## config.mk

```make
export PLATFORM = sky130hd
export DESIGN_NAME = mnd_queue
export DESIGN_NICKNAME = d
export VERILOG_FILES = /design/src/sv/max_neighbour_difference_3x3_unit_defines.svh /design/src/sv/mnd_pkg.sv /design/src/sv/mnd_queue.sv
export SDC_FILE = /design/constraint.sdc
export NUM_CORES = 1
export LEC_CHECK = 0
export ABC_AREA = 1
export BUFFER_PORTS_ARGS = -buffer_cell sky130_fd_sc_hd__buf_2
export CORE_UTILIZATION = 50
export DETAILED_ROUTE_END_ITERATION = 7
export PLACE_DENSITY = 0.7
export REMOVE_ABC_BUFFERS = 1
export SLEW_MARGIN = 15
export SYNTH_ARGS = -nofsm -noshare
export SYNTH_HDL_FRONTEND = slang
export SYNTH_SLANG_ARGS = --single-unit
```

## constraint.sdc

```tcl
create_clock -name clk -period 2.1 [get_ports clk]
set_input_delay 0.105 -clock clk [delete_from_list [all_inputs] [get_ports clk]]
set_output_delay 0.105 -clock clk [all_outputs]
set_load 0.05 [all_outputs]
```

## src/sv/max_neighbour_difference_3x3_unit_defines.svh

```systemverilog
// Assertion macros shared by the max neighbour difference unit.
`ifndef MAX_NEIGHBOUR_DIFFERENCE_3X3_UNIT_DEFINES_SVH
`define MAX_NEIGHBOUR_DIFFERENCE_3X3_UNIT_DEFINES_SVH

// Same-cycle implication, clocked on clk, off while rst_n is low.
`define MND_ASSERT_SAME(label, ante, cons, msg) \
    label: assert property (@(posedge clk) disable iff (!rst_n) (ante) |-> (cons)) \
        else $error(msg);

// Next-cycle implication, clocked on clk, off while rst_n is low.
`define MND_ASSERT_NEXT(label, ante, cons, msg) \
    label: assert property (@(posedge clk) disable iff (!rst_n) (ante) |=> (cons)) \
        else $error(msg);

`endif

```

## src/sv/mnd_pkg.sv

```systemverilog
// Shared types and constants of the max neighbour difference unit.
package mnd_pkg;

    // Frame geometry limits
    localparam int MAX_WIDTH  = 1024;
    localparam int MAX_HEIGHT = 1024;

    // Field and counter widths
    localparam int DIM_W      = 11;
    localparam int COL_W      = $clog2(MAX_WIDTH);
    localparam int POS_W      = 21;
    localparam int GRAY_W     = 8;
    localparam int CHAN_W     = 8;
    localparam int DENS_W     = 5;
    localparam int DIV_CNT_W  = $clog2(POS_W);
    localparam int LUMA_SUM_W = 24;

    // Rec.709 luma weights in Q16
    localparam logic [15:0] LUMA_R = 16'd13933;
    localparam logic [15:0] LUMA_G = 16'd46871;
    localparam logic [15:0] LUMA_B = 16'd4732;

    // Item kinds carried in pixel_t.action
    localparam logic ACT_PIXEL = 1'b0;
    localparam logic ACT_FLUSH = 1'b1;

    // Queue between front and back
    localparam int QUEUE_DEPTH = 4;
    localparam int QPTR_W      = $clog2(QUEUE_DEPTH);
    localparam int QCNT_W      = $clog2(QUEUE_DEPTH + 1);

    // Configuration register indexes
    localparam int CFG_IDX_W = 2;
    localparam logic [CFG_IDX_W-1:0] REG_FRAME_WIDTH  = CFG_IDX_W'(0);
    localparam logic [CFG_IDX_W-1:0] REG_FRAME_HEIGHT = CFG_IDX_W'(1);
    localparam logic [DIM_W-1:0]     RESET_DIM        = DIM_W'(1024);

    // Input beat
    typedef struct packed {
        logic              action;
        logic [CHAN_W-1:0] red;
        logic [CHAN_W-1:0] green;
        logic [CHAN_W-1:0] blue;
    } pixel_t;

    // Output beat
    typedef struct packed {
        logic [DENS_W-1:0] density;
        logic              frame_last;
    } result_t;

    // Classified item handed from front to back
    typedef struct packed {
        logic [GRAY_W-1:0] gray;
        logic [COL_W-1:0]  col;
        logic              has_result;
        logic              row_first;
        logic              row_last;
        logic              col_first;
        logic              col_last;
        logic              last;
    } item_t;

    // Queue status seen by front and back
    typedef struct packed {
        logic full;
        logic empty;
    } q_status_t;

endpackage

```

## src/sv/mnd_queue.sv

```systemverilog
// Short item queue between front and back.
module mnd_queue (
    input  logic               clk,
    input  logic               rst_n,
    input  logic               push,
    input  mnd_pkg::item_t     push_item,
    input  logic               pop,
    output mnd_pkg::item_t     head,
    output mnd_pkg::q_status_t status
);

    mnd_pkg::item_t             entry_reg [mnd_pkg::QUEUE_DEPTH];
    logic [mnd_pkg::QPTR_W-1:0] wr_ptr_reg, rd_ptr_reg;
    logic [mnd_pkg::QCNT_W-1:0] count_reg;

    assign head         = entry_reg[rd_ptr_reg];
    assign status.full  = (count_reg == mnd_pkg::QCNT_W'(mnd_pkg::QUEUE_DEPTH));
    assign status.empty = (count_reg == '0);

    // Pointers and fill level
    always_ff @(posedge clk or negedge rst_n)
    begin
        if (!rst_n)
        begin
            wr_ptr_reg <= '0;
            rd_ptr_reg <= '0;
            count_reg  <= '0;
        end
        else
        begin
            if (push)
                wr_ptr_reg <= wr_ptr_reg + 1'b1;
            if (pop)
                rd_ptr_reg <= rd_ptr_reg + 1'b1;
            if (push && !pop)
                count_reg <= count_reg + 1'b1;
            else if (pop && !push)
                count_reg <= count_reg - 1'b1;
        end
    end

    // Storage
    always_ff @(posedge clk)
    begin
        if (push)
            entry_reg[wr_ptr_reg] <= push_item;
    end

endmodule

```

==> run summary <==
Synth Area in XOR/XNOR = 0.8104%
Peak supply drop = 0.7640 mV
Min Hold Slack = 0.04189 ns
Period utilization = 88.52%
Peak Freq = 0.5379 GHz
Synth area leader = edfxtp_1
Adder-cell share of the synthesized area = 1.910%
Post-layout nets = 446
Fin. Hold Viols = 0
Routed Antenna Nets = 0
CTS tree = done
IO Count = 54
Worst min-delay path category = input pin to flop
Critical path's slowest cell = dfrtp_4
CP bufs+invs = 2
Worst Setup Slack post-DPL = 0.6150 ns
Slew Viols, Final = 0
Drt total wl = 7542 um
Chip Height = 94.98 um
Most common cell in the netlist = edfxtp_1
Maxcap violations = 0
Post-synth ARST share = 6.796%
Critical Path RT = 2.00 ns
Max Root-Sink Buffers = 2
CTS buffer count = 9
Family with the most delay on the worst path = flip-flops
Synth Instances = 328
Ys flop type = edfxtp_1
Top post-synthesis cells by count = edfxtp_1 (96), nand2_1 (85), inv_1 (59)
Critical Path Sink Type = output port
Drt via density = 4.920
Area delta synth->final = 19.94%
Yosys top cell area share = 66.69%
Status = complete, no violations
Via count = 2568
CP Class = flop to output port
Worst Path Max Fanout = 27
Placement Rows = 33
Fin cells = 522
Worst path cell trace = buf_4 -> o211ai_1 -> nand2_1 -> buf_2
First-pass GRT wire length = 12210 um
Post-synth EDFFs = 96
Share of post-route cells with drive strength above 1 = 24.22%
Worst-Margin Slew = 0.3760 ns
Most used routing layer = met2
Reg clk slew, reported paths = 0.10 ns
Post-layout worst setup margin = 0.2410 ns
Routability cong. = 0.7131
Vias in the first global route = 2481
Cell Area, Synth = 0.004323 mm^2
Synth area leaders = edfxtp_1 (67%), nand2_1 (7.4%), o211ai_2 (5.5%), inv_1 (5.1%), o211ai_1 (5.0%)
Fin util = 62.48%
Core ar. = 0.008299 mm^2
Main combinational cell family by area after synthesis = compound AO/OA/AOI/OAI gates
GR Util met1 = 24.48%
Avg Cell Area, Syn = 13.18 um^2
Skew-Pair Late Insertion Delay = 0.36 ns
Worst Skew = 0.009026 ns
Postcts setup bufs = 0
Multiplexer share of the synthesized area = 0%
# clock sinks = 103
1st-pass router iterations = 4
Initial antenna violation count = 0
I/O Buffers = 53
Congestion Overflow GR = 0
Simple-Gate Fraction of Synth Area = 7.873%
Synth unique cells = 18
FF+latch count, synth = 103
Fill cells = 658
Relative slew margins = 74.94%
Iteration-0 DRC count of the detailed router = 91
Synth warn = 0
Post-layout minimum cycle time = 1.859 ns
Residual DRC = 0
CP arrival = 1.75 ns
Die X-Extent = 94.98 um
All-Layer GR Usage = 18.70%
RSZ-0062 raised after global routing = false
Leakage = 0.002173 uW
Final HPWL DP = 4614 um
Total chip power = 7775 uW
Crit start category = flop
Die Area = 0.009021 mm^2
Max stage delay on crit path = 0.65 ns
M3 GR Usage = 3.462%
Htree depth = 3
Max FFs per register = 96
Pin count of the biggest net entering global routing = 33
Initial Util = 52.09%
Antenna diodes = 0
PD cells = 1499 mW/mm^2
DR WL/cell = 14.45 um
Met2 Use GR = 30.70%
Seq/Total Area, Yosys = 70.74%
Post-Place Cells = 480
Finish-stage setup viols = 0
Post-synthesis compound-gate area fraction = 10.65%
Root buffer cell = clkbuf_8
power by group:
| part | internal [uW] | switching [uW] |
|---|---|---|
| sequential | 2700 | 233 |
| combinational | 978 | 2620 |
| clock | 563 | 678 |
| total | 4240 | 3530 |
logic make-up after synthesis:
kind of cell,after synthesis
AOI/OAI and AO/OA,49
and+or+nand+nor,89
buffers and inverters,77
adders and majority gates,6
xor gates and xnor gates,4
DFF,103
layout by cell type, fill, tap and decap left out, drive strengths merged:
cell type | Yosys | final
clkbuf | 1 | 9
inv | 60 | 63
dlygate4sd3 | 0 | 26
xor2 | 3 | 3
dfrtp | 7 | 7
nand4 | 1 | 1
fa | 1 | 1
buf | 16 | 64
edfxtp | 96 | 96
ha | 5 | 5
clkinvlp | 0 | 3
o21ai | 1 | 1
o211ai | 48 | 48
nand2 | 85 | 85
bufinv | 0 | 1
xnor2 | 1 | 1
nor3 | 2 | 2
nand3 | 1 | 1
stage by stage:
stage          setup TNS, ns  instance area [um^2]
2_1_floorplan         -16.63                  4202
6_report                   0                  5185
5_1_grt                    0                  5185
3_5_place_dp               0                  4722
3_3_place_gp               0                  4722
4_1_cts                    0                  5185
routing by layer:
layer	up-vias	share of wire, %
met3	12	4.2
met5	-	0
met1	1201	46
li1	1287	-
met2	68	48
met4	0	1.6
layout make-up:
| class | instances | area (um^2) | area share (%) |
|---|---|---|---|
| Clock inverter | 7 | 78.83 | 1.520 |
| Multi-Input combinational cell | 148 | 918.4 | 17.71 |
| Clock buffer | 9 | 123.9 | 2.389 |
| Inverter | 60 | 225.2 | 4.344 |
| Timing Repair Buffer | 90 | 645.6 | 12.45 |
| Sequential cell | 103 | 3062 | 59.05 |
| Tap cell | 105 | 131.4 | 2.534 |
what timing repair did:
action                                  CTS  global route
endpoints found under the setup margin    0             0
hold buffers                             26             0
resized for setup                         0             0
hold endpoints to repair                104             0
final timing paths:
path | cells after the start | slack (ns) | end | startpoint
max in group asynchronous | 2 | 1.82 | rd_ptr_reg[0]$_DFFE_PN0P_ | rst_n
min reg2reg | 2 | 0.55 | count_reg[2]$_DFFE_PN0P_ | count_reg[2]$_DFFE_PN0P_
max reg2reg | 5 | 0.63 | entry_reg[0][8]$_DFFE_PP_ | wr_ptr_reg[0]$_DFFE_PN0P_
max | 4 | 0.24 | head[23] | rd_ptr_reg[0]$_DFFE_PN0P_
min | 2 | 0.04 | wr_ptr_reg[0]$_DFFE_PN0P_ | push
min in group asynchronous | 2 | 0.10 | count_reg[1]$_DFFE_PN0P_ | rst_n
No activity file was read; power rests on OpenSTA's default activity.
