### config.mk
export PLATFORM = sky130hd
export DESIGN_NAME = mnd_front
export DESIGN_NICKNAME = d
export VERILOG_FILES = /design/src/sv/max_neighbour_difference_3x3_unit_defines.svh /design/src/sv/mnd_pkg.sv /design/src/sv/mnd_div.sv /design/src/sv/mnd_front.sv
export SDC_FILE = /design/constraint.sdc
export NUM_CORES = 1
export LEC_CHECK = 0
export ABC_AREA = 1
export BUFFER_PORTS_ARGS = -buffer_cell sky130_fd_sc_hd__buf_2
export CAP_MARGIN = 40
export CORE_MARGIN = 3
export CORE_UTILIZATION = 60
export DETAILED_ROUTE_END_ITERATION = 7
export PLACE_DENSITY_LB_ADDON = 0.3
export SLEW_MARGIN = 25
export SYNTH_ARGS = -nofsm -noshare
export SYNTH_HDL_FRONTEND = slang
export SYNTH_SLANG_ARGS = --single-unit
### constraint.sdc
create_clock -name clk -period 29.6 [get_ports clk]
set_clock_uncertainty 0.1 [all_clocks]
set_input_delay 8.88 -clock clk [delete_from_list [all_inputs] [get_ports clk]]
set_output_delay 8.88 -clock clk [all_outputs]
set_load 0.005 [all_outputs]
### src/sv/max_neighbour_difference_3x3_unit_defines.svh
// Assertion macros shared by the max neighbour difference unit.
`ifndef MAX_NEIGHBOUR_DIFFERENCE_3X3_UNIT_DEFINES_SVH
`define MAX_NEIGHBOUR_DIFFERENCE_3X3_UNIT_DEFINES_SVH

// Same-cycle implication, clocked on clk, off while rst_n is low.
`define MND_ASSERT_SAME(label, ante, cons, msg) \
    label: assert property (@(posedge clk) disable iff (!rst_n) (ante) |-> (cons)) \
        else $error(msg);

// Next-cycle implication, clocked on clk, off while rst_n is low.
`define MND_ASSERT_NEXT(label, ante, cons, msg) \
    label: assert property (@(posedge clk) disable iff (!rst_n) (ante) |=> (cons)) \
        else $error(msg);

`endif

### src/sv/mnd_pkg.sv
// Shared types and constants of the max neighbour difference unit.
package mnd_pkg;

    // Frame geometry limits
    localparam int MAX_WIDTH  = 1024;
    localparam int MAX_HEIGHT = 1024;

    // Field and counter widths
    localparam int DIM_W      = 11;
    localparam int COL_W      = $clog2(MAX_WIDTH);
    localparam int POS_W      = 21;
    localparam int GRAY_W     = 8;
    localparam int CHAN_W     = 8;
    localparam int DENS_W     = 5;
    localparam int DIV_CNT_W  = $clog2(POS_W);
    localparam int LUMA_SUM_W = 24;

    // Rec.709 luma weights in Q16
    localparam logic [15:0] LUMA_R = 16'd13933;
    localparam logic [15:0] LUMA_G = 16'd46871;
    localparam logic [15:0] LUMA_B = 16'd4732;

    // Item kinds carried in pixel_t.action
    localparam logic ACT_PIXEL = 1'b0;
    localparam logic ACT_FLUSH = 1'b1;

    // Queue between front and back
    localparam int QUEUE_DEPTH = 4;
    localparam int QPTR_W      = $clog2(QUEUE_DEPTH);
    localparam int QCNT_W      = $clog2(QUEUE_DEPTH + 1);

    // Configuration register indexes
    localparam int CFG_IDX_W = 2;
    localparam logic [CFG_IDX_W-1:0] REG_FRAME_WIDTH  = CFG_IDX_W'(0);
    localparam logic [CFG_IDX_W-1:0] REG_FRAME_HEIGHT = CFG_IDX_W'(1);
    localparam logic [DIM_W-1:0]     RESET_DIM        = DIM_W'(1024);

    // Input beat
    typedef struct packed {
        logic              action;
        logic [CHAN_W-1:0] red;
        logic [CHAN_W-1:0] green;
        logic [CHAN_W-1:0] blue;
    } pixel_t;

    // Output beat
    typedef struct packed {
        logic [DENS_W-1:0] density;
        logic              frame_last;
    } result_t;

    // Classified item handed from front to back
    typedef struct packed {
        logic [GRAY_W-1:0] gray;
        logic [COL_W-1:0]  col;
        logic              has_result;
        logic              row_first;
        logic              row_last;
        logic              col_first;
        logic              col_last;
        logic              last;
    } item_t;

    // Queue status seen by front and back
    typedef struct packed {
        logic full;
        logic empty;
    } q_status_t;

endpackage

### src/sv/mnd_div.sv
// Restoring divider: position into row and column after a width change.
module mnd_div (
    input  logic                        clk,
    input  logic                        rst_n,
    input  logic                        start,
    input  logic [mnd_pkg::POS_W-1:0]   dividend,
    input  logic [mnd_pkg::DIM_W-1:0]   divisor,
    output logic                        busy,
    output logic                        done,
    output logic [mnd_pkg::POS_W-1:0]   quotient,
    output logic [mnd_pkg::COL_W-1:0]   remainder
);

    logic [mnd_pkg::POS_W-1:0]     quo_reg, quo_next;
    logic [mnd_pkg::DIM_W-1:0]     rem_reg, rem_next;
    logic [mnd_pkg::DIM_W-1:0]     dsr_reg;
    logic [mnd_pkg::DIV_CNT_W-1:0] cnt_reg;
    logic                          busy_reg;
    logic                          done_reg;
    logic [mnd_pkg::DIM_W:0]       trial;
    logic                          fits;

    // One quotient bit per cycle
    always_comb
    begin
        trial    = {rem_reg, quo_reg[mnd_pkg::POS_W-1]};
        fits     = trial >= {1'b0, dsr_reg};
        rem_next = fits ? mnd_pkg::DIM_W'(trial - {1'b0, dsr_reg})
                        : mnd_pkg::DIM_W'(trial);
        quo_next = {quo_reg[mnd_pkg::POS_W-2:0], fits};
    end

    // Control
    always_ff @(posedge clk or negedge rst_n)
    begin
        if (!rst_n)
        begin
            busy_reg <= 1'b0;
            done_reg <= 1'b0;
            cnt_reg  <= '0;
        end
        else
        begin
            done_reg <= 1'b0;
            if (start)
            begin
                busy_reg <= 1'b1;
                cnt_reg  <= mnd_pkg::DIV_CNT_W'(mnd_pkg::POS_W - 1);
            end
            else if (busy_reg)
            begin
                cnt_reg <= cnt_reg - 1'b1;
                if (cnt_reg == '0)
                begin
                    busy_reg <= 1'b0;
                    done_reg <= 1'b1;
                end
            end
        end
    end

    // Datapath
    always_ff @(posedge clk)
    begin
        if (start)
        begin
            quo_reg <= dividend;
            rem_reg <= '0;
            dsr_reg <= divisor;
        end
        else if (busy_reg)
        begin
            quo_reg <= quo_next;
            rem_reg <= rem_next;
        end
    end

    assign busy      = busy_reg;
    assign done      = done_reg;
    assign quotient  = quo_reg;
    assign remainder = rem_reg[mnd_pkg::COL_W-1:0];

endmodule

### src/sv/mnd_front.sv
// Front: configuration, position tracking and item classification.
module mnd_front (
    input  logic                            clk,
    input  logic                            rst_n,
    input  logic                            pixel_valid,
    input  mnd_pkg::pixel_t                 pixel_data,
    output logic                            pixel_stall,
    input  logic                            cfg_valid,
    output logic                            cfg_ready,
    input  logic [mnd_pkg::CFG_IDX_W-1:0]   cfg_index,
    input  logic [mnd_pkg::DIM_W-1:0]       cfg_data,
    input  mnd_pkg::q_status_t              q_status,
    input  logic                            clear_busy,
    output logic                            push,
    output mnd_pkg::item_t                  push_item
);

    logic [mnd_pkg::DIM_W-1:0] width_reg, height_reg;
    logic [mnd_pkg::POS_W-1:0] pos_reg, pos_next;
    logic [mnd_pkg::POS_W-1:0] row_reg, row_next;
    logic [mnd_pkg::COL_W-1:0] col_reg, col_next;

    logic [mnd_pkg::DIM_W-1:0] w_eff, h_eff, new_w;
    logic [mnd_pkg::POS_W-1:0] h_ext, h_p1;
    logic                      wrap;
    logic [mnd_pkg::POS_W-1:0] n_pos, n_row;
    logic [mnd_pkg::COL_W-1:0] n_col;
    logic                      col_zero, col_end, is_pixel, accept, width_write;

    logic                      div_busy, div_done;
    logic [mnd_pkg::POS_W-1:0] div_quo;
    logic [mnd_pkg::COL_W-1:0] div_rem;

    function automatic logic [mnd_pkg::DIM_W-1:0] clamp_dim(
        input logic [mnd_pkg::DIM_W-1:0] v,
        input logic [mnd_pkg::DIM_W-1:0] top
    );
        logic [mnd_pkg::DIM_W-1:0] r;
        if (v == '0)
            r = mnd_pkg::DIM_W'(1);
        else if (v > top)
            r = top;
        else
            r = v;
        return r;
    endfunction

    function automatic logic [mnd_pkg::GRAY_W-1:0] luma(
        input logic [mnd_pkg::CHAN_W-1:0] r,
        input logic [mnd_pkg::CHAN_W-1:0] g,
        input logic [mnd_pkg::CHAN_W-1:0] b
    );
        logic [mnd_pkg::LUMA_SUM_W-1:0] s;
        s = mnd_pkg::LUMA_SUM_W'(mnd_pkg::LUMA_R) * mnd_pkg::LUMA_SUM_W'(r)
          + mnd_pkg::LUMA_SUM_W'(mnd_pkg::LUMA_G) * mnd_pkg::LUMA_SUM_W'(g)
          + mnd_pkg::LUMA_SUM_W'(mnd_pkg::LUMA_B) * mnd_pkg::LUMA_SUM_W'(b);
        return s[mnd_pkg::LUMA_SUM_W-1:mnd_pkg::LUMA_SUM_W-mnd_pkg::GRAY_W];
    endfunction

    // Width change re-splits the stored position into row and column
    mnd_div u_div (
        .clk       (clk),
        .rst_n     (rst_n),
        .start     (width_write),
        .dividend  (pos_reg),
        .divisor   (new_w),
        .busy      (div_busy),
        .done      (div_done),
        .quotient  (div_quo),
        .remainder (div_rem)
    );

    assign cfg_ready   = 1'b1;
    assign width_write = cfg_valid && (cfg_index == mnd_pkg::REG_FRAME_WIDTH);
    assign new_w       = clamp_dim(cfg_data, mnd_pkg::DIM_W'(mnd_pkg::MAX_WIDTH));
    // held until the re-split row and column are loaded
    assign pixel_stall = q_status.full || clear_busy || div_busy || div_done || width_write;
    assign accept      = pixel_valid && !pixel_stall;
    assign push        = accept;

    // Classification of the current position
    always_comb
    begin
        w_eff    = clamp_dim(width_reg, mnd_pkg::DIM_W'(mnd_pkg::MAX_WIDTH));
        h_eff    = clamp_dim(height_reg, mnd_pkg::DIM_W'(mnd_pkg::MAX_HEIGHT));
        h_ext    = mnd_pkg::POS_W'(h_eff);
        h_p1     = h_ext + mnd_pkg::POS_W'(1);

        // beyond the frame's last item: start over
        wrap     = (row_reg > h_p1) || ((row_reg == h_p1) && (col_reg != '0));
        n_pos    = wrap ? '0 : pos_reg;
        n_row    = wrap ? '0 : row_reg;
        n_col    = wrap ? '0 : col_reg;

        col_zero = (n_col == '0);
        col_end  = (mnd_pkg::DIM_W'(n_col) + mnd_pkg::DIM_W'(1)) == w_eff;
        is_pixel = (pixel_data.action == mnd_pkg::ACT_PIXEL) && (n_row < h_ext);

        push_item.gray       = is_pixel
                             ? luma(pixel_data.red, pixel_data.green, pixel_data.blue)
                             : '0;
        push_item.col        = n_col;
        push_item.has_result = (n_row >= mnd_pkg::POS_W'(2))
                             || ((n_row == mnd_pkg::POS_W'(1)) && !col_zero);
        // judged pixel sits one position behind, one row up
        push_item.row_first  = col_zero ? (n_row == mnd_pkg::POS_W'(2))
                                        : (n_row == mnd_pkg::POS_W'(1));
        push_item.row_last   = col_zero ? (n_row == h_p1) : (n_row == h_ext);
        push_item.col_first  = (n_col == mnd_pkg::COL_W'(1))
                             || (col_zero && (w_eff == mnd_pkg::DIM_W'(1)));
        push_item.col_last   = col_zero;
        push_item.last       = col_zero && (n_row == h_p1);

        // advance
        if (push_item.last)
        begin
            pos_next = '0;
            row_next = '0;
            col_next = '0;
        end
        else
        begin
            pos_next = n_pos + mnd_pkg::POS_W'(1);
            row_next = col_end ? n_row + mnd_pkg::POS_W'(1) : n_row;
            col_next = col_end ? '0 : n_col + mnd_pkg::COL_W'(1);
        end
    end

    // Registers and position
    always_ff @(posedge clk or negedge rst_n)
    begin
        if (!rst_n)
        begin
            width_reg  <= mnd_pkg::RESET_DIM;
            height_reg <= mnd_pkg::RESET_DIM;
            pos_reg    <= '0;
            row_reg    <= '0;
            col_reg    <= '0;
        end
        else
        begin
            if (cfg_valid)
            begin
                unique case (cfg_index)
                    mnd_pkg::REG_FRAME_WIDTH:  width_reg  <= cfg_data;
                    mnd_pkg::REG_FRAME_HEIGHT: height_reg <= cfg_data;
                    default: ;
                endcase
            end
            if (div_done)
            begin
                row_reg <= div_quo;
                col_reg <= div_rem;
            end
            else if (accept)
            begin
                pos_reg <= pos_next;
                row_reg <= row_next;
                col_reg <= col_next;
            end
        end
    end

endmodule

==> reports/metrics.yaml, run 1 <==
clocking:
  cts_tree: "done"
  cts.clk_slew.worst_paths_ns: 0.05
  clk_latency_ns: 0.42
  ctsResizeCount: 0
  htreeDepth: 4
  clock_sink_count: 124
  clk_path_buf_depth: 2
  cts-root-buf: "clkbuf_16"
  cts_buffers: 17
  cts_hold_buf: 0
  cts_setup_buffers: 0
global_routing:
  track_usage: 0.296
  antenna_found_initial: 0
  grt_max_degree: 82
  grt_pass1_wl_mm: 64.1
  grt_pass1_vias: 13200
  overflow: 0
detailed_routing:
  firstDrtPassIters: 5
  viasPerCell: 5.50
  drcViolationCount: 0
  wl_mm: 38.3
  first_iter_violations: 991
  antenna_left: 0
  vias: 12900
  wl_per_cell_um: 16.3
synthesis:
  synth.most_common_cell: "inv_1"
  synthCells: 1945
  synth.area.top_cells: "fa_1 18%, ha_1 15%, dfrtp_1 13%"
  synth_ff_type: "dfrtp_1"
  synth_cell_type_count: 64
  synth_edf_count: 32
  netlist.area_leader.share: 0.182
  mappedNetlistArea_mm2: 0.0153
  syn_avg_cell_area_um2: 7.84
  synth_seq_cells: 124
  synth_top_cell_by_area: "fa_1"
  synthTopCellsByCount: "465 x inv_1, 307 x nand2_1, 183 x ha_1, 155 x nor2_1, 139 x fa_1"
  ys_async_sr_fraction: 0.653
  yosys_warnings: 0
  ys_seq_area_frac: 0.211
placement:
  port_buffers: 69
  dp_cells: 2311
  finalWeightedCongestion: 0.977
  hpwl_mm: 30.7
hold_path:
  hold_class: "register to register"
  hold_depth: 2
layout:
  final_util: 0.667
  area_growth_pct: 7.91
  final.fill_count: 2064
  drive_gt1_frac: 0.0797
  nNetsFinal: 2375
  seq_area_mm2: 0.00321
  multi_input_comb_area_mm2: 0.0101
  fin_cells: 2346
die:
  initial_core_util: 0.618
  fp.dieArea_mm2: 0.0274
  die_w_um: 165
  core.rowCount: 57
  core_mm2: 0.0247
  fp.dieH_um: 165
  io_pins: 72
worst_setup_path:
  crit_arrival_ns: 16.74
  max_stage_delay_ns: 0.55
  reg2regPathDepth: 34
  criticalPathCategory: "input port to primary output"
  crit_path_start_kind: "input port"
  end_kind: "primary output"
  crit_slowest_cell: "fa_1"
  cp.required_ns: 20.62
  crit_fanout: 5
sta:
  slew_violations: 0
  setup-violations-final: 0
  max_freq_ghz: 0.0389
  worstMarginPinSlew_ns: 0.771
  slew_headroom: 0.484
  rsz0062_at_grt: "no"
  min_period_over_period: 0.869
  finalHoldViolations: 0
  fin_crit_ns: 25.72
  fin_setup_tns_ns: 0
status:
  outcome: "finished, final reports clean"
job:
  max_cap_viol_count: 0
[cell families (layout without fill, tap and decap cells)]
logic type | count (synthesis) | after routing | synth area share
flip-flops | 124 | 124 | 0.211
other | 1 | 3 | 0.000246
AO/OA/AOI/OAI | 238 | 238 | 0.0876
AND/OR/NAND/NOR | 697 | 697 | 0.208
XOR/XNOR | 53 | 53 | 0.0317
buffers and inverters | 510 | 585 | 0.130
adder cells (fa/ha/maj) | 322 | 322 | 0.333
[worst max-delay path: cells and delay by family]
kind            cells  cell delay [ns]
compound gates     10             1.49
xor+xnor            1             0.29
fa+ha+maj          10             4.40
buf+inv             8             0.62
simple gates        7             1.03
[metrics by stage]
step	area [µm²]	hold slack (ns)	worst slack [ns]
6_report	16500	0.413	3.88
5_1_grt	16500	0.426	3.32
4_1_cts	16400	0.414	3.80
3_5_place_dp	15900	0.401	3.83
3_3_place_gp	15900	0.390	3.89
2_1_floorplan	15300	0.371	4.96
[routing by layer]
layer,global-route usage,routed length (µm)
met1,0.372,15700
met2,0.506,18600
met3,0.0451,2250
met4,0.135,1720
met5,0,0
[worst paths after layout]
check,start,endpoint,slack [ns]
setup / recovery,pixel_data[2],push_item[22],3.88
hold / removal,u_div.rem_reg[10],u_div.rem_reg[10],0.41
setup reg to reg,height_reg[0],col_reg[3],23.02
hold reg to reg,u_div.rem_reg[10],u_div.rem_reg[10],0.41
max in group asynchronous,rst_n,height_reg[10],20.58
min in group asynchronous,rst_n,row_reg[9],8.16
[cell usage in the layout (no fill, tap or decap), types with 23 or more instances in the layout]
| master | synthesis | layout |
|---|---|---|
| inv_1 | 465 | 465 |
| nand2_1 | 307 | 307 |
| ha_1 | 183 | 183 |
| nor2_1 | 155 | 154 |
| fa_1 | 139 | 139 |
| nand3_1 | 104 | 104 |
| o21ai_0 | 98 | 98 |
| dfrtp_1 | 79 | 79 |
| buf_2 | 4 | 68 |
| a21oi_1 | 63 | 63 |
| nand4_1 | 51 | 51 |
| edfxtp_1 | 32 | 32 |
| o22ai_1 | 30 | 30 |
| xor2_1 | 29 | 29 |
| xnor2_1 | 23 | 23 |
[layout make-up]
cell class	instances	area share
Multi-Input combinational cell	1312	0.612
Timing Repair Buffer	77	0.0267
Sequential cell	124	0.195
Clock inverter	11	0.00441
Inverter	476	0.109
Antenna cell	1	0.000152
Clock buffer	21	0.0280
Tap cell	324	0.0246
Power of run 1 is left out: the tool's default activity adds up to more than one toggle a clock period on the data nets, which glitch-free logic cannot reach.
==> run 2, diff against run 1 <==
--- a/config.mk
+++ b/config.mk
@@ -5,7 +5,6 @@
 export SDC_FILE = /design/constraint.sdc
 export NUM_CORES = 1
 export LEC_CHECK = 0
-export ABC_AREA = 1
 export BUFFER_PORTS_ARGS = -buffer_cell sky130_fd_sc_hd__buf_2
 export CAP_MARGIN = 40
 export CORE_MARGIN = 3
@@ -15,4 +14,5 @@
 export SLEW_MARGIN = 25
 export SYNTH_ARGS = -nofsm -noshare
 export SYNTH_HDL_FRONTEND = slang
+export SYNTH_HIERARCHICAL = 1
 export SYNTH_SLANG_ARGS = --single-unit
==> reports/metrics.yaml, run 2 <==
die:
  die_w_um: 164
  fp.dieArea_mm2: 0.0268
  core_mm2: 0.0244
  fp.dieH_um: 164
  initial_core_util: 0.613
  core.rowCount: 57
  io_pins: 72
sta:
  max_freq_ghz: 0.0392
  slew_headroom: 0.419
  finalHoldViolations: 0
  min_period_over_period: 0.861
  fin_setup_tns_ns: 0
  worstMarginPinSlew_ns: 0.871
  finalWorstSetupSlack_ns: 4.11
  hold_slack_ns: 0.387
  slew_violations: 0
  setup-violations-final: 0
  rsz0062_at_grt: "no"
  fin_crit_ns: 25.49
detailed_routing:
  viasPerCell: 5.84
  wl_mm: 35.7
  first_iter_violations: 762
  wl_per_cell_um: 18.1
  drcViolationCount: 0
  vias: 11500
  antenna_left: 0
  firstDrtPassIters: 5
worst_setup_path:
  max_stage_delay_ns: 0.55
  reg2regPathDepth: 26
  rr_endpoint: "col_reg[6]"
  end_kind: "primary output"
  crit_slowest_cell: "fa_1"
  cp.required_ns: 20.62
  r2r-start: "height_reg[5]"
  crit_path_start_kind: "input port"
  crit_fanout: 4
  reg2reg_slack_ns: 21.34
  criticalPathCategory: "input port to primary output"
  crit_arrival_ns: 16.51
synthesis:
  synthTopCellsByCount: "276 x inv_1, 183 x ha_1, 139 x fa_1, 127 x nand2_1, 83 x nor2_1"
  synth_ff_type: "dfrtp_1"
  synth_top_cell_by_area: "fa_1"
  synthCells: 1594
  synth.most_common_cell: "inv_1"
  ys_seq_area_frac: 0.215
  synth_edf_count: 32
  synth_seq_cells: 124
  ys_async_sr_fraction: 0.653
  mappedNetlistArea_mm2: 0.0149
  syn_avg_cell_area_um2: 9.38
  netlist.area_leader.share: 0.186
  synth.area.top_cells: "fa_1 19%, ha_1 15%, dfrtp_1 13%"
  yosys_warnings: 6
  synth_cell_type_count: 91
clocking:
  cts_hold_buf: 0
  clock_sink_count: 124
  htreeDepth: 4
  cts_setup_buffers: 0
  clk_latency_ns: 0.42
  cts.clk_slew.worst_paths_ns: 0.06
  cts_tree: "done"
  cts_buffers: 17
  ctsResizeCount: 0
  clk_path_buf_depth: 2
  cts-root-buf: "clkbuf_16"
status:
  outcome: "finished, final reports clean"
layout:
  area_growth_pct: 6.83
  drive_gt1_frac: 0.121
  nNetsFinal: 1996
  insertedDiodeCount: 0
  final_cell_mix: "276 x inv_1, 183 x ha_1, 139 x fa_1"
  fin_cells: 1966
  final_common_cell: "inv_1"
placement:
  dp_cells: 1933
  port_buffers: 69
  hpwl_mm: 28.5
  finalWeightedCongestion: 0.943
  dp_slack_ns: 4.09
hold_path:
  holdPathEnd: "row_reg[13]"
  hold_depth: 2
  min_from: "u_div/quotient[13]"
  hold_class: "register to register"
global_routing:
  grt_pass1_wl_mm: 59.6
  track_usage: 0.280
  antenna_found_initial: 0
  overflow: 0
  grt_max_degree: 67
  grt_pass1_vias: 11800
job:
  max_cap_viol_count: 0
==> run 2: worst max-delay path, delay by kind of cell <==
family | cells | cell delay [ns]
XOR/XNOR | 2 | 0.31
adder cells (fa/ha/maj) | 10 | 4.35
AO/OA/AOI/OAI | 8 | 1.55
AND/OR/NAND/NOR | 5 | 0.58
buffers and inverters | 9 | 0.80
==> run 2: final cells by class <==
class                           instances  area (µm²)
Fill cell                            1997        8420
Tap cell                              324         405
Clock buffer                           21         450
Clock inverter                         11         120
Inverter                              277        1040
Multi-Input combinational cell       1127       10300
Timing Repair Buffer                   82         474
Sequential cell                       124        3210
==> run 2: cells by family (layout without fill, tap and decap cells) <==
group | count (synthesis) | count (layout) | synth area share
AO/OA/AOI/OAI | 242 | 242 | 0.109
XOR/XNOR | 54 | 54 | 0.0316
other | 1 | 2 | 0.000251
buffers and inverters | 344 | 391 | 0.0990
adder cells (fa/ha/maj) | 322 | 322 | 0.339
flip-flops | 124 | 124 | 0.215
multiplexers | 66 | 66 | 0.0482
AND/OR/NAND/NOR | 441 | 441 | 0.157
==> run 2: how the worst max path moves through the flow <==
| stage | slack (ns) | end | cells after the start | from |
|---|---|---|---|---|
| finish | 4.11 | push_item[23] | 34 | pixel_data[2] |
| global route | 3.58 | push_item[23] | 34 | pixel_data[2] |
| CTS | 4.09 | push_item[23] | 34 | pixel_data[2] |
| detailed placement | 4.09 | push_item[23] | 34 | pixel_data[2] |
| global placement | 3.88 | push_item[23] | 32 | pixel_data[2] |
| floorplan | 4.99 | push_item[23] | 30 | pixel_data[2] |
==> run 2: metal layers <==
metal / GRT usage / routed length [µm] / vias up
li1: - / - / 5469
met1: 0.362 / 15000 / 5615
met2: 0.485 / 17700 / 337
met3: 0.0346 / 1760 / 69
met4: 0.102 / 1210 / 0
met5: 0 / 0 / -
==> run 2: through the flow <==
stage	instance area, µm²	utilization
floorplan	15000	-
global placement	15300	0.628
detailed placement	15400	0.631
CTS	16000	0.654
global route	16000	0.655
finish	16000	0.655
Power of run 2 is left out for the same reason.
